===== src/rtl/core/sgod_pkg.sv =====
// Package with types and constants of the glyph decoder.
`default_nettype none
package sgod_pkg;
  localparam int MaxPoints   = 64;
  localparam int MaxContours = 64;
  localparam int PtW = $clog2(MaxPoints);
  localparam int CnW = $clog2(MaxContours);

  localparam logic [2:0] ST_POINT         = 3'd0;
  localparam logic [2:0] ST_COMPOSITE     = 3'd1;
  localparam logic [2:0] ST_NO_CONTOURS   = 3'd2;
  localparam logic [2:0] ST_CONTOURS_OVER = 3'd3;
  localparam logic [2:0] ST_INSTR_OVER    = 3'd4;
  localparam logic [2:0] ST_POINTS_BAD    = 3'd5;

  localparam logic [1:0] CFG_CONTOUR_LIMIT = 2'd0;
  localparam logic [1:0] CFG_POINT_LIMIT   = 2'd1;
  localparam logic [1:0] CFG_INSTR_LIMIT   = 2'd2;

  localparam int F_ON = 0;
  localparam int F_XSHORT = 1;
  localparam int F_YSHORT = 2;
  localparam int F_REPEAT = 3;
  localparam int F_XSAME = 4;
  localparam int F_YSAME = 5;

  typedef enum logic [4:0] {
    PH_IDLE, PH_NC_LO, PH_BBOX, PH_END_HI, PH_END_LO, PH_INS_HI, PH_INS_LO,
    PH_INS_SKIP, PH_NPTS, PH_FLAG, PH_REPEAT, PH_COORD, PH_X, PH_X_LO,
    PH_Y, PH_Y_LO, PH_CE, PH_EMIT, PH_STATUS
  } phase_t;

  typedef struct packed {
    logic [15:0] point_x;
    logic [15:0] point_y;
    logic        on_curve;
    logic        contour_end;
    logic        last_of_glyph;
    logic [2:0]  status;
  } result_t;
endpackage
`default_nettype wire


===== src/rtl/core/sgod_store.sv =====
// Point store: flags and x coordinates in one synchronous memory.
`default_nettype none
module sgod_store (
  input  wire logic                     clk,
  input  wire logic                     we,
  input  wire logic [sgod_pkg::PtW-1:0] waddr,
  input  wire logic [21:0]              wdata,
  input  wire logic [sgod_pkg::PtW-1:0] raddr,
  output logic      [21:0]              rdata
);
  logic [21:0] mem [sgod_pkg::MaxPoints];

  // One write and one registered read per cycle.
  always_ff @(posedge clk) begin
    if (we) begin
      mem[waddr] <= wdata;
    end
    rdata <= mem[raddr];
  end
endmodule
`default_nettype wire


===== src/rtl/core/sgod_ends.sv =====
// Contour end index memory.
`default_nettype none
module sgod_ends (
  input  wire logic                     clk,
  input  wire logic                     we,
  input  wire logic [sgod_pkg::CnW-1:0] waddr,
  input  wire logic [15:0]              wdata,
  input  wire logic [sgod_pkg::CnW-1:0] raddr,
  output logic      [15:0]              rdata
);
  logic [15:0] mem [sgod_pkg::MaxContours];

  // One write and one registered read per cycle.
  always_ff @(posedge clk) begin
    if (we) begin
      mem[waddr] <= wdata;
    end
    rdata <= mem[raddr];
  end
endmodule
`default_nettype wire


===== src/rtl/core/simple_glyph_outline_decoder.sv =====
// Top level of the simple outline glyph decoder.
//
// Channel | Direction | Contents
// in_     | slave     | tdata[7:0] data_byte, tuser glyph_start
// out_    | master    | tdata x[15:0] y[31:16] on[32] ce[33]; tuser status[2:0]; tlast
// cfg_    | write     | index 0..2, data 16 bits
//
// After a repeat count byte each copied flag is written to the store in turn, and then
// the parser returns to the flag bytes, or starts the coordinates once all points are set.
// An X coordinate reads its flag, then takes its byte, its two bytes or a zero step;
// each coordinate pass starts in PH_COORD, and PH_NPTS checks the point count.
// A Y coordinate does the same, then walks past the contour end entries in PH_CE
// before its point is emitted in PH_EMIT.
// Reset is synchronous and active low; the memories are not cleared.
// A stalled output holds the parser and the input; glyph_start is taken only
// while the parser waits for a byte, so results already due are never dropped.
`default_nettype none
module simple_glyph_outline_decoder (
  input  wire logic        clk,
  input  wire logic        rst_n,
  input  wire logic        in_tvalid,
  output logic             in_tready,
  input  wire logic [7:0]  in_tdata,   // data_byte
  input  wire logic        in_tuser,   // glyph_start
  output logic             out_tvalid,
  input  wire logic        out_tready,
  output logic [39:0]      out_tdata,  // point_x, point_y, on_curve, contour_end
  output logic [2:0]       out_tuser,  // status
  output logic             out_tlast,  // last_of_glyph
  input  wire logic        cfg_we,
  input  wire logic [1:0]  cfg_index,
  input  wire logic [15:0] cfg_data
);
  localparam int PtW = sgod_pkg::PtW;
  localparam int CnW = sgod_pkg::CnW;

  sgod_pkg::phase_t ph_r, ph_nxt;
  logic [6:0]  climit_r, plimit_r;
  logic [15:0] ilimit_r;
  logic [15:0] cnt_r, cnt_nxt;
  logic [6:0]  ncont_r, ncont_nxt;
  logic [6:0]  pidx_r, pidx_nxt, ptot_r, ptot_nxt, cptr_r, cptr_nxt;
  logic [7:0]  rep_r, rep_nxt, hold_r, hold_nxt;
  logic [15:0] run_r, run_nxt;
  logic        isy_r, isy_nxt;
  logic [5:0]  lastflag_r, lastflag_nxt;
  logic        ce_r, ce_nxt;
  logic        ovld_r, ovld_nxt;
  sgod_pkg::result_t ores_r, ores_nxt;

  logic        st_we, en_we;
  logic [PtW-1:0] st_waddr, st_raddr;
  logic [21:0] st_wdata, st_rdata;
  logic [CnW-1:0] en_waddr, en_raddr;
  logic [15:0] en_wdata, en_rdata;

  logic acc, busy_out;
  logic [5:0] fl;
  logic xy_short, xy_same, xy_wait;
  logic [15:0] word;
  logic [6:0]  clim, plim;
  logic [16:0] npts;

  sgod_store u_store (.clk(clk), .we(st_we), .waddr(st_waddr), .wdata(st_wdata),
                      .raddr(st_raddr), .rdata(st_rdata));
  sgod_ends u_ends (.clk(clk), .we(en_we), .waddr(en_waddr), .wdata(en_wdata),
                    .raddr(en_raddr), .rdata(en_rdata));

  // Configuration registers.
  always_ff @(posedge clk) begin
    if (!rst_n) begin
      climit_r <= 7'd16;
      plimit_r <= 7'd64;
      ilimit_r <= 16'hFFFF;
    end else if (cfg_we) begin
      unique case (cfg_index)
        sgod_pkg::CFG_CONTOUR_LIMIT: climit_r <= cfg_data[6:0];
        sgod_pkg::CFG_POINT_LIMIT:   plimit_r <= cfg_data[6:0];
        sgod_pkg::CFG_INSTR_LIMIT:   ilimit_r <= cfg_data;
        default: ;
      endcase
    end
  end

  // A coordinate phase waits for a byte only once its flag is read and it needs one.
  assign xy_short = isy_r ? fl[sgod_pkg::F_YSHORT] : fl[sgod_pkg::F_XSHORT];
  assign xy_same  = isy_r ? fl[sgod_pkg::F_YSAME] : fl[sgod_pkg::F_XSAME];
  assign xy_wait  = (ph_r == sgod_pkg::PH_X || ph_r == sgod_pkg::PH_Y) && ce_r &&
                    (xy_short || !xy_same);

  assign busy_out = ovld_r && !out_tready;
  assign in_tready = !busy_out && (ph_r == sgod_pkg::PH_IDLE ||
    ph_r == sgod_pkg::PH_NC_LO || ph_r == sgod_pkg::PH_BBOX ||
    ph_r == sgod_pkg::PH_END_HI || ph_r == sgod_pkg::PH_END_LO ||
    ph_r == sgod_pkg::PH_INS_HI || ph_r == sgod_pkg::PH_INS_LO ||
    ph_r == sgod_pkg::PH_INS_SKIP || ph_r == sgod_pkg::PH_FLAG ||
    (ph_r == sgod_pkg::PH_REPEAT && rep_r == 8'd0 && !ce_r) ||
    xy_wait || ph_r == sgod_pkg::PH_X_LO || ph_r == sgod_pkg::PH_Y_LO);
  assign acc = in_tvalid && in_tready;
  assign fl = st_rdata[21:16];
  assign word = {hold_r, in_tdata};
  assign clim = (climit_r < 7'(sgod_pkg::MaxContours)) ? climit_r : 7'(sgod_pkg::MaxContours);
  assign plim = (plimit_r < 7'(sgod_pkg::MaxPoints)) ? plimit_r : 7'(sgod_pkg::MaxPoints);
  assign npts = {1'b0, en_rdata} + 17'd1;

  // Next state: one byte or one memory step per cycle unless the output stalls.
  always_comb begin
    logic [15:0] delta;
    logic        done;
    ph_nxt = ph_r; cnt_nxt = cnt_r; ncont_nxt = ncont_r; pidx_nxt = pidx_r;
    ptot_nxt = ptot_r; cptr_nxt = cptr_r; rep_nxt = rep_r; hold_nxt = hold_r;
    run_nxt = run_r; isy_nxt = isy_r; lastflag_nxt = lastflag_r; ce_nxt = ce_r;
    ovld_nxt = busy_out; ores_nxt = ores_r;
    st_we = 1'b0; st_waddr = pidx_r[PtW-1:0]; st_wdata = {lastflag_r, run_r};
    st_raddr = pidx_r[PtW-1:0];
    en_we = 1'b0; en_waddr = cptr_r[CnW-1:0]; en_wdata = word;
    en_raddr = cptr_r[CnW-1:0];
    delta = 16'd0; done = 1'b0;
    if (acc && in_tuser) begin
      hold_nxt = in_tdata; cnt_nxt = '0; ncont_nxt = '0; pidx_nxt = '0;
      ptot_nxt = '0; run_nxt = '0; cptr_nxt = '0; ph_nxt = sgod_pkg::PH_NC_LO;
    end else if (!busy_out) begin
      unique case (ph_r)
        sgod_pkg::PH_NC_LO: if (acc) begin
          ph_nxt = sgod_pkg::PH_STATUS;
          if (word[15]) ores_nxt.status = sgod_pkg::ST_COMPOSITE;
          else if (word == 16'd0) ores_nxt.status = sgod_pkg::ST_NO_CONTOURS;
          else if (word > {9'd0, clim}) ores_nxt.status = sgod_pkg::ST_CONTOURS_OVER;
          else begin
            ncont_nxt = word[6:0]; cnt_nxt = 16'd8; ph_nxt = sgod_pkg::PH_BBOX;
          end
        end
        sgod_pkg::PH_BBOX: if (acc) begin
          cnt_nxt = cnt_r - 16'd1;
          if (cnt_r == 16'd1) begin
            cptr_nxt = '0; ph_nxt = sgod_pkg::PH_END_HI;
          end
        end
        sgod_pkg::PH_END_HI: if (acc) begin
          hold_nxt = in_tdata; ph_nxt = sgod_pkg::PH_END_LO;
        end
        sgod_pkg::PH_END_LO: if (acc) begin
          en_we = 1'b1;
          cptr_nxt = cptr_r + 7'd1;
          if (cptr_r + 7'd1 >= ncont_r) begin
            cptr_nxt = '0; ph_nxt = sgod_pkg::PH_INS_HI;
          end else ph_nxt = sgod_pkg::PH_END_HI;
        end
        sgod_pkg::PH_INS_HI: if (acc) begin
          hold_nxt = in_tdata; ph_nxt = sgod_pkg::PH_INS_LO;
          en_raddr = CnW'(ncont_r - 7'd1);
        end
        sgod_pkg::PH_INS_LO: begin
          en_raddr = CnW'(ncont_r - 7'd1);
          if (acc) begin
            if (word > ilimit_r) begin
              ores_nxt.status = sgod_pkg::ST_INSTR_OVER; ph_nxt = sgod_pkg::PH_STATUS;
            end else if (word == 16'd0) ph_nxt = sgod_pkg::PH_NPTS;
            else begin
              cnt_nxt = word; ph_nxt = sgod_pkg::PH_INS_SKIP;
            end
          end
        end
        sgod_pkg::PH_INS_SKIP: begin
          en_raddr = CnW'(ncont_r - 7'd1);
          if (acc) begin
            cnt_nxt = cnt_r - 16'd1;
            if (cnt_r == 16'd1) ph_nxt = sgod_pkg::PH_NPTS;
          end
        end
        sgod_pkg::PH_NPTS: begin
          if (npts > {10'd0, plim}) begin
            ores_nxt.status = sgod_pkg::ST_POINTS_BAD; ph_nxt = sgod_pkg::PH_STATUS;
          end else begin
            ptot_nxt = npts[6:0]; pidx_nxt = '0; ph_nxt = sgod_pkg::PH_FLAG;
          end
        end
        sgod_pkg::PH_FLAG: if (acc) begin
          st_we = 1'b1; st_wdata = {in_tdata[5:0], 16'd0};
          lastflag_nxt = in_tdata[5:0];
          pidx_nxt = pidx_r + 7'd1;
          if (in_tdata[sgod_pkg::F_REPEAT]) begin
            rep_nxt = 8'd0; ce_nxt = 1'b0; ph_nxt = sgod_pkg::PH_REPEAT;
          end else if (pidx_r + 7'd1 >= ptot_r) ph_nxt = sgod_pkg::PH_COORD;
        end
        sgod_pkg::PH_REPEAT: begin
          // ce_r marks that the count byte has been taken.
          if (!ce_r) begin
            if (acc) begin
              rep_nxt = in_tdata; ce_nxt = 1'b1;
            end
          end else if (rep_r != 8'd0 && pidx_r < ptot_r) begin
            st_we = 1'b1; st_wdata = {lastflag_r, 16'd0};
            pidx_nxt = pidx_r + 7'd1; rep_nxt = rep_r - 8'd1;
          end else begin
            ce_nxt = 1'b0; rep_nxt = 8'd0;
            ph_nxt = (pidx_r >= ptot_r) ? sgod_pkg::PH_COORD : sgod_pkg::PH_FLAG;
          end
        end
        sgod_pkg::PH_COORD: begin
          // Start a coordinate pass; memory read of point 0 issued here.
          pidx_nxt = '0; run_nxt = '0; cptr_nxt = '0; st_raddr = '0;
          ph_nxt = isy_r ? sgod_pkg::PH_Y : sgod_pkg::PH_X;
          ce_nxt = 1'b0;
        end
        sgod_pkg::PH_X, sgod_pkg::PH_Y: begin
          // ce_r set once the flag read for this point is valid.
          if (!ce_r) begin
            ce_nxt = 1'b1;
          end else if (!isy_r ? fl[sgod_pkg::F_XSHORT] : fl[sgod_pkg::F_YSHORT]) begin
            if (acc) begin
              delta = (isy_r ? fl[sgod_pkg::F_YSAME] : fl[sgod_pkg::F_XSAME]) ?
                      {8'd0, in_tdata} : 16'd0 - {8'd0, in_tdata};
              done = 1'b1;
            end
          end else if (isy_r ? fl[sgod_pkg::F_YSAME] : fl[sgod_pkg::F_XSAME]) begin
            done = 1'b1;
          end else if (acc) begin
            hold_nxt = in_tdata; ph_nxt = isy_r ? sgod_pkg::PH_Y_LO : sgod_pkg::PH_X_LO;
          end
        end
        sgod_pkg::PH_X_LO, sgod_pkg::PH_Y_LO: if (acc) begin
          delta = word; done = 1'b1;
        end
        sgod_pkg::PH_CE: begin
          // Walk end indices; en_rdata holds entry cptr_r.
          if (ce_r) begin
            ce_nxt = 1'b0;
          end else if (cptr_r < ncont_r && en_rdata < {9'd0, pidx_r}) begin
            cptr_nxt = cptr_r + 7'd1; en_raddr = CnW'(cptr_r + 7'd1); ce_nxt = 1'b1;
          end else begin
            ores_nxt.contour_end = (pidx_r + 7'd1 >= ptot_r) ||
              (cptr_r < ncont_r && en_rdata == {9'd0, pidx_r});
            if (cptr_r < ncont_r && en_rdata == {9'd0, pidx_r}) cptr_nxt = cptr_r + 7'd1;
            ph_nxt = sgod_pkg::PH_EMIT;
          end
        end
        sgod_pkg::PH_EMIT: begin
          ovld_nxt = 1'b1;
          ores_nxt.point_x = st_rdata[15:0]; ores_nxt.point_y = run_r;
          ores_nxt.on_curve = fl[sgod_pkg::F_ON];
          ores_nxt.last_of_glyph = (pidx_r + 7'd1 >= ptot_r);
          ores_nxt.status = sgod_pkg::ST_POINT;
          pidx_nxt = pidx_r + 7'd1; st_raddr = PtW'(pidx_r + 7'd1); ce_nxt = 1'b0;
          en_raddr = cptr_r[CnW-1:0];
          ph_nxt = (pidx_r + 7'd1 >= ptot_r) ? sgod_pkg::PH_IDLE : sgod_pkg::PH_Y;
        end
        sgod_pkg::PH_STATUS: begin
          ovld_nxt = 1'b1;
          ores_nxt.point_x = '0; ores_nxt.point_y = '0; ores_nxt.on_curve = 1'b0;
          ores_nxt.contour_end = 1'b0; ores_nxt.last_of_glyph = 1'b1;
          ph_nxt = sgod_pkg::PH_IDLE;
        end
        default: ;
      endcase
      // A coordinate is complete.
      if (done) begin
        run_nxt = run_r + delta;
        ce_nxt = 1'b0;
        if (!isy_r) begin
          st_we = 1'b1; st_wdata = {fl, run_r + delta};
          pidx_nxt = pidx_r + 7'd1; st_raddr = PtW'(pidx_r + 7'd1);
          ph_nxt = sgod_pkg::PH_X;
          if (pidx_r + 7'd1 >= ptot_r) begin
            isy_nxt = 1'b1; ph_nxt = sgod_pkg::PH_COORD;
          end
        end else begin
          ph_nxt = sgod_pkg::PH_CE; ce_nxt = 1'b1; en_raddr = cptr_r[CnW-1:0];
        end
      end
      if (ph_r == sgod_pkg::PH_INS_SKIP || ph_r == sgod_pkg::PH_INS_LO) isy_nxt = 1'b0;
    end
  end

  // State registers.
  always_ff @(posedge clk) begin
    if (!rst_n) begin
      ph_r <= sgod_pkg::PH_IDLE; cnt_r <= '0; ncont_r <= '0; pidx_r <= '0;
      ptot_r <= '0; cptr_r <= '0; rep_r <= '0; hold_r <= '0; run_r <= '0;
      isy_r <= 1'b0; ce_r <= 1'b0; ovld_r <= 1'b0;
    end else begin
      ph_r <= ph_nxt; cnt_r <= cnt_nxt; ncont_r <= ncont_nxt; pidx_r <= pidx_nxt;
      ptot_r <= ptot_nxt; cptr_r <= cptr_nxt; rep_r <= rep_nxt; hold_r <= hold_nxt;
      run_r <= run_nxt; isy_r <= isy_nxt; ce_r <= ce_nxt; ovld_r <= ovld_nxt;
    end
  end

  // Payload registers.
  always_ff @(posedge clk) begin
    lastflag_r <= lastflag_nxt;
    ores_r <= ores_nxt;
  end

  assign out_tvalid = ovld_r;
  assign out_tdata = {6'd0, ores_r.contour_end, ores_r.on_curve,
                      ores_r.point_y, ores_r.point_x};
  assign out_tuser = ores_r.status;
  assign out_tlast = ores_r.last_of_glyph;
endmodule
`default_nettype wire


===== config.mk =====
export PLATFORM = sky130hd
export DESIGN_NAME = simple_glyph_outline_decoder
export DESIGN_NICKNAME = d
export VERILOG_FILES = /design/src/rtl/core/sgod_pkg.sv /design/src/rtl/core/sgod_store.sv /design/src/rtl/core/sgod_ends.sv /design/src/rtl/core/simple_glyph_outline_decoder.sv
export SDC_FILE = /design/constraint.sdc
export NUM_CORES = 2
export LEC_CHECK = 0
export BUFFER_PORTS_ARGS = -buffer_cell sky130_fd_sc_hd__buf_2
export CAP_MARGIN = 20
export CORE_UTILIZATION = 30
export DETAILED_ROUTE_END_ITERATION = 8
export REMOVE_ABC_BUFFERS = 1
export SYNTH_ARGS = -nofsm -noshare
export SYNTH_HDL_FRONTEND = slang
export SYNTH_SLANG_ARGS = --single-unit

===== constraint.sdc =====
create_clock -name clk -period 7.3 [get_ports clk]
set_input_delay 0.73 -clock clk [delete_from_list [all_inputs] [get_ports clk]]
set_output_delay 0.73 -clock clk [all_outputs]
set_load 0.05 [all_outputs]

* Word-level counts from Yosys, hierarchy flattened *
Memories as Yosys holds them, arrays and structs flattened. A register that Yosys moved wholly into a read port is not among the register bits.
Cells that the tools add are included.

operators by class
  $add $sub $neg = 8
  order comparisons = 11
  equal/unequal tests = 85
  multiplexer cells = 158
  bitwise gates (word level) = 7
  reduce and logical (&&, ||, !) cells = 74

operator list
  kind                  count
  $mux W16              19
  $mux W5               27
  $mux W22              5
  $mux W7               15
  $mux W8               11
  $pmux W5 S15          1
  $mux W6               11
  $pmux W33 S2          1
  $pmux W16 S3          1
  $pmux W22 S2          1
  $ne A3 B3 Y1 const B  14
  $reduce_and A21 Y1    2
  $eq A5 B4 Y1 const B  8
  $mux W1               39
  $ne A4 B2 Y1 const B  9
  $ne A4 B4 Y1 const B  9
  $pmux W7 S5           1
  $pmux W16 S2          1
  $pmux W8 S2           2
  $ne A2 B2 Y1 const B  15
  $pmux W7 S4           1
  $mux W3               9
  $ne A3 B2 Y1 const B  9
  $ge A7 B7 Y1          3
  other kinds (57)      129

storage, ports and cells
  register bits = 158
  bits in writable memories = 2,432
  output and inout bits = 46
  word-level logic and storage cells = 368
  memories = 2

memory list
  name         depth  bits a word  read ports  clocked after memory_dff  wr ports  RTL line          source
  u_store.mem  64     22           1           1                         1         sgod_store.sv:11  logic [21:0] mem [sgod_pkg::MaxPoints];
  u_ends.mem   64     16           1           1                         1         sgod_ends.sv:11   logic [15:0] mem [sgod_pkg::MaxContours];

* Longest topological paths before layout *
  depth after elaboration = 26
  depth in mapped cells = 20
  mapped depth without buffers = 20

* By module *
Synthesis repeated with hierarchy kept, for this count alone.

unflattened totals
  cells, all modules = 5,603
  area, all modules = 105,722.6 um^2

modules (own cells, without submodules)
  module                        instances  cells an instance  area an instance (um^2)
  sgod_store                    1          2,410              54,496.0
  sgod_ends                     1          1,820              39,978.3
  simple_glyph_outline_decoder  1          1,373              11,248.3

* Worst setup path before layout *
Ideal clock, no wire load.

  kind = register to register
  from = register rep_r[0]
  to = memory u_store.mem[0][15], data pin
  library setup time = 0.366 ns
  arrival time = 4.920 ns
  path slack = 2.014 ns
  stages on the path, launching flop included = 20
  path buffers = 0
  cells stage by stage = dfxtp_1 > inv_1 > ha_1 > or3b_1 > nor3_2 > nand2_1 > a21oi_2 > nand2b_1 > a311oi_1 > ha_1 > a21oi_1 > o21bai_1 > a21oi_1 > o21bai_1 > a41o_1 > o41ai_1 > o21bai_1 > a31oi_1 > mux2i_1 > a221o_1

on the way
  longest elaborated chain between the ends = 20
  elaborated cells between the ends (all ways) = 34
  classes of those cells = add/sub: 1; mux: 21; reduce/logical: 12

ends and longest elaborated chain
  item                              RTL line                             source
  start: declaration                simple_glyph_outline_decoder.sv:43   logic [7:0] rep_r, rep_nxt, hold_r, hold_nxt;
  start signal: assignment          simple_glyph_outline_decoder.sv:283  ptot_r <= ptot_nxt; cptr_r <= cptr_nxt; rep_r <= rep_nxt; hold_r <= hold_nxt;
  $logic_not A8 Y1                  simple_glyph_outline_decoder.sv:97   (ph_r == sgod_pkg::PH_REPEAT && rep_r == 8'd0 && !ce_r) ||
  $logic_and A1 B1 Y1 (2 in a row)  simple_glyph_outline_decoder.sv:97
  $logic_or A1 B1 Y1                simple_glyph_outline_decoder.sv:96   ph_r == sgod_pkg::PH_INS_SKIP || ph_r == sgod_pkg::PH_FLAG ||
  $logic_or A1 B1 Y1                simple_glyph_outline_decoder.sv:97
  $logic_or A1 B1 Y1 (2 in a row)   simple_glyph_outline_decoder.sv:98   xy_wait || ph_r == sgod_pkg::PH_X_LO || ph_r == sgod_pkg::PH_Y_LO);
  $logic_and A1 B1 Y1               simple_glyph_outline_decoder.sv:92   assign in_tready = !busy_out && (ph_r == sgod_pkg::PH_IDLE ||
  $logic_and A1 B1 Y1               simple_glyph_outline_decoder.sv:99   assign acc = in_tvalid && in_tready;
  $mux W16                          simple_glyph_outline_decoder.sv:211  if (acc) begin
  [3 not listed]                    --
  $mux W16                          simple_glyph_outline_decoder.sv:122  end else if (!busy_out) begin
  $mux W16                          simple_glyph_outline_decoder.sv:119  if (acc && in_tuser) begin
  $add A16 B16 Y16                  simple_glyph_outline_decoder.sv:261  st_we = 1'b1; st_wdata = {fl, run_r + delta};
  $mux W22                          simple_glyph_outline_decoder.sv:260  if (!isy_r) begin
  $mux W22                          simple_glyph_outline_decoder.sv:257  if (done) begin
  $mux W22                          simple_glyph_outline_decoder.sv:122
  $mux W22 *                        simple_glyph_outline_decoder.sv:119
  via st_wdata[15]                  simple_glyph_outline_decoder.sv:53   logic [21:0] st_wdata, st_rdata;
  end: declaration                  sgod_store.sv:11

The timed path passes the listed nets; every way through them passes the cells marked *. The select of a mux whose other input is x is not followed.

* Worst setup path in the final report *
  from = register pidx_r[3]
  to = register u_ends.rdata[3] (read register of u_ends.mem)

on the way
  longest elaborated chain between the ends = 9

ends and longest elaborated chain
  item                      RTL line                             source
  start: declaration        simple_glyph_outline_decoder.sv:42   logic [6:0] pidx_r, pidx_nxt, ptot_r, ptot_nxt, cptr_r, cptr_nxt;
  start signal: assignment  simple_glyph_outline_decoder.sv:282  ph_r <= ph_nxt; cnt_r <= cnt_nxt; ncont_r <= ncont_nxt; pidx_r <= pidx_nxt;
  $lt A16 B7 Y1 *           simple_glyph_outline_decoder.sv:229  end else if (cptr_r < ncont_r && en_rdata < {9'd0, pidx_r}) begin
  $logic_and A1 B1 Y1 *     simple_glyph_outline_decoder.sv:229
  $mux W6 *                 simple_glyph_outline_decoder.sv:229
  $mux W6 *                 simple_glyph_outline_decoder.sv:227  if (ce_r) begin
  $pmux W6 S3 *             simple_glyph_outline_decoder.sv:123  unique case (ph_r)
  $mux W6                   simple_glyph_outline_decoder.sv:260
  $mux W6 *                 simple_glyph_outline_decoder.sv:257
  $mux W6 *                 simple_glyph_outline_decoder.sv:122
  $mux W6 *                 simple_glyph_outline_decoder.sv:119
  end: declaration          sgod_ends.sv:9                       output logic [15:0] rdata

Mark *: on every way between the ends. The rest lies on a longest branch, timed or not.
A chain may end at the register's enable or synchronous reset.

==> qor.yml <==
slew_headroom: 0.234
dp_hpwl_um: 188000
synth-main-ff-cell: "edfxtp_1"
pre_cts_ws_ns: 0.895
cts.repair.resized: 0
synth_top_cell_by_area: "edfxtp_1"
postCtsSetupRepairBufs: 0
finalNetCount: 7461
fillers: 32700
synth-compound-area-share: 0.0803
grt_overflow: 0
ys_types: 106
io_buffers: 71
maxCapViolCount: 0
finalSetupViolations: 0
grtUsageTotal: 0.170
rows: 215
yosys.area_share.adder: 0.0108
synth_area_per_cell_um2: 14.5
crit_buf_inv: 4
ios: 78
multiInputGateArea_um2: 27200
post-route-min-period_ns: 6.49
clockBufferDepth: 4
critPathTopFamily: "compound AO/OA/AOI/OAI gates"
dpl.cell_count: 11600
synth.area.top_cells: "edfxtp_1, nand2_1, mux2i_1, dfxtp_1, mux4_2"
clock_skew_ns: 0.0597
min_period_over_period: 0.890
syn_area_um2: 104000
synthArstFlopShare: 0
clkLatencyLatePin_ns: 0.93
drtPass1Iterations: 8
htree_levels: 4
die_w_um: 591
max_stage_delay_ns: 0.92
ys_top_cells_by_count: "edfxtp_1, nand2_1, nor2_1"
ir_worst_vdd_uv: 192
drive_gt1_frac: 0.135
synth_edf_count: 2411
cts_tree: "done"
ys_seq_elements: 2562
synth_warnings: 0
grt_max_degree: 150
area_growth_syn_to_layout_pct: 14.4
worstSetupPathType: "flip-flop to flip-flop"
fmax_mhz: 154
synth-simple-area-share: 0.101
final_cells: 12100
max_slew.worst_pin.slew_ns: 1.14
regArea_um2: 75400
path_cells: "clkinv_1 > ha_1 > nand3_1 > o221ai_1 > a21oi_1 > buf_4 > a31o_2 > nand3_4 > o32ai_4 > buf_4 > buf_12 > mux4_2 > a2111oi_0 > a21oi_1 > and3_1"
hold_buffers: 0
hold_class: "input pin to flip-flop"
core_um2: 344000
clock_tree.root_cell: "clkbuf_16"
p_total_mw: 31.7
run_status: "completed"
rsz0062_at_grt: "no"
grt_pass1_wl_um: 440000
antenna_found_initial: 20
yosysSeqAreaShare: 0.725
path_max_fanout: 57
drv_slew: 0
p_per_area_nw_per_um2: 266
fp.dieH_um: 591
antenna_left: 0
vias: 64600
syn_inst: 7178
worst_path_max_delay_cell: "a2111oi_0"
synth_xor_area_frac: 0.00362
drt-initial-drc-count: 7882
synth_top_area_share: 0.695
cts_buffers: 243
dieArea_um2: 349000
start_util: 0.303
cp-end-kind: "flip-flop"
synth_mux_area_frac: 0.0583
clock-sinks: 2562
p_leak_nw: 38.4
gp_congestion: 0.899
drc_errors: 0
cp-start-kind: "flip-flop"
hold_viol_final: 0
yosysMostFrequentCell: "edfxtp_1"
routedWlPerCell_um: 25.4
synth_top_family_by_area: "simple AND/OR/NAND/NOR gates"
clk_pin_slew_worst_paths_ns: 0.07
arrival_ns: 7.27
vias_per_cell: 5.33
setup_ws_ns: 0.806
wl_um: 307000
required_ns: 8.08
grt_pass1_vias: 62700
[through the flow]
stage	hold slack [ns]	cell area (um^2)	util	TNS, ns
finish	0.0845	119000	0.346	0
global route	0.0524	119000	0.346	0
floorplan	0.441	102000	-	-255.72
CTS	0.0219	119000	0.346	0
global placement	0.456	111000	0.323	0
detailed placement	0.473	111000	0.323	0
[layout by cell type (no fill, tap or decap), types with 83 or more instances in the layout]
| cell | netlist | layout |
|---|---|---|
| a21oi_1 | 297 | 291 |
| a32oi_1 | 118 | 118 |
| nand4_1 | 100 | 100 |
| and3_1 | 83 | 83 |
| mux4_2 | 128 | 128 |
| mux2i_1 | 313 | 313 |
| ha_1 | 88 | 88 |
| clkbuf_16 | 0 | 246 |
| buf_4 | 27 | 247 |
| edfxtp_1 | 2411 | 2411 |
| nor2_1 | 331 | 254 |
| nand3_1 | 266 | 265 |
| nor3_1 | 99 | 92 |
| a211oi_1 | 83 | 83 |
| dfxtp_1 | 151 | 143 |
| nand2_1 | 1286 | 1283 |
[metal layers]
layer  up-vias  routed length [um]  track usage  part of all wire
li1      28000                   -            -                 -
met1     33000              125000        0.226              0.41
met2      2924              144000        0.276              0.47
met3       616               23800       0.0265             0.078
met4         8               13500       0.0720             0.044
met5         -                  47            0           0.00015
[logic make-up after synthesis]
logic type / count (synthesis)
buffers and inverters: 500
other: 1
muxes: 446
AOI/OAI and AO/OA: 1163
and+or+nand+nor: 2374
adders and majority gates: 89
DFF: 2562
xor gates and xnor gates: 43
[report_power, final]
group | total, mW | internal, mW | switching, mW | leakage (nW)
registers | 16.4 | 16.2 | 0.194 | 21.9
logic | 2.79 | 0.848 | 1.94 | 12.6
clock network | 12.5 | 7.03 | 5.52 | 3.80
[worst paths after layout]
| path | start | endpoint | slack (ns) | cells past startpoint |
|---|---|---|---|---|
| setup / recovery | pidx_r[3] | u_ends.rdata[3] | 0.81 | 15 |
| hold / removal | cfg_data[15] | ilimit_r[15] | 0.08 | 3 |
| setup reg to reg | pidx_r[3] | u_ends.rdata[3] | 0.81 | 15 |
| hold reg to reg | cnt_r[6] | cnt_r[6] | 0.49 | 2 |
[worst reg2reg max path, stage by stage (launching register included)]
cell and delay [ns]:
dfxtp_1 0.83, clkinv_1 0.62, ha_1 0.47, nand3_1 0.11
o221ai_1 0.12, a21oi_1 0.15, buf_4 0.19, a31o_2 0.27
nand3_4 0.15, o32ai_4 0.62, buf_4 0.33, buf_12 0.33
mux4_2 0.62, a2111oi_0 0.92, a21oi_1 0.33, and3_1 0.31
[area by class of cell]
cell class | instances | share of cell area
clock buffer | 291 | 0.0534
antenna | 6 | 0.000126
tap | 4557 | 0.0479
inverter | 72 | 0.00227
clock inverter | 153 | 0.0116
multi-input combinational | 4121 | 0.228
timing repair buffer | 340 | 0.0229
sequential | 2562 | 0.633
[registers in the layout (all words and copies together), names as in the netlist, 3 cells and up]
name,count
pidx_r,7
cnt_r,16
out_tuser,3
lastflag_r,5
plimit_r,7
u_store.rdata,21
ptot_r,7
u_store.mem,1344
run_r,16
ph_r,5
hold_r,8
climit_r,7
u_ends.mem,1024
u_ends.rdata,16
ncont_r,7
ilimit_r,16
cptr_r,7
out_tdata,34
rep_r,8
Note: power is estimated with default switching activity, not from simulation.
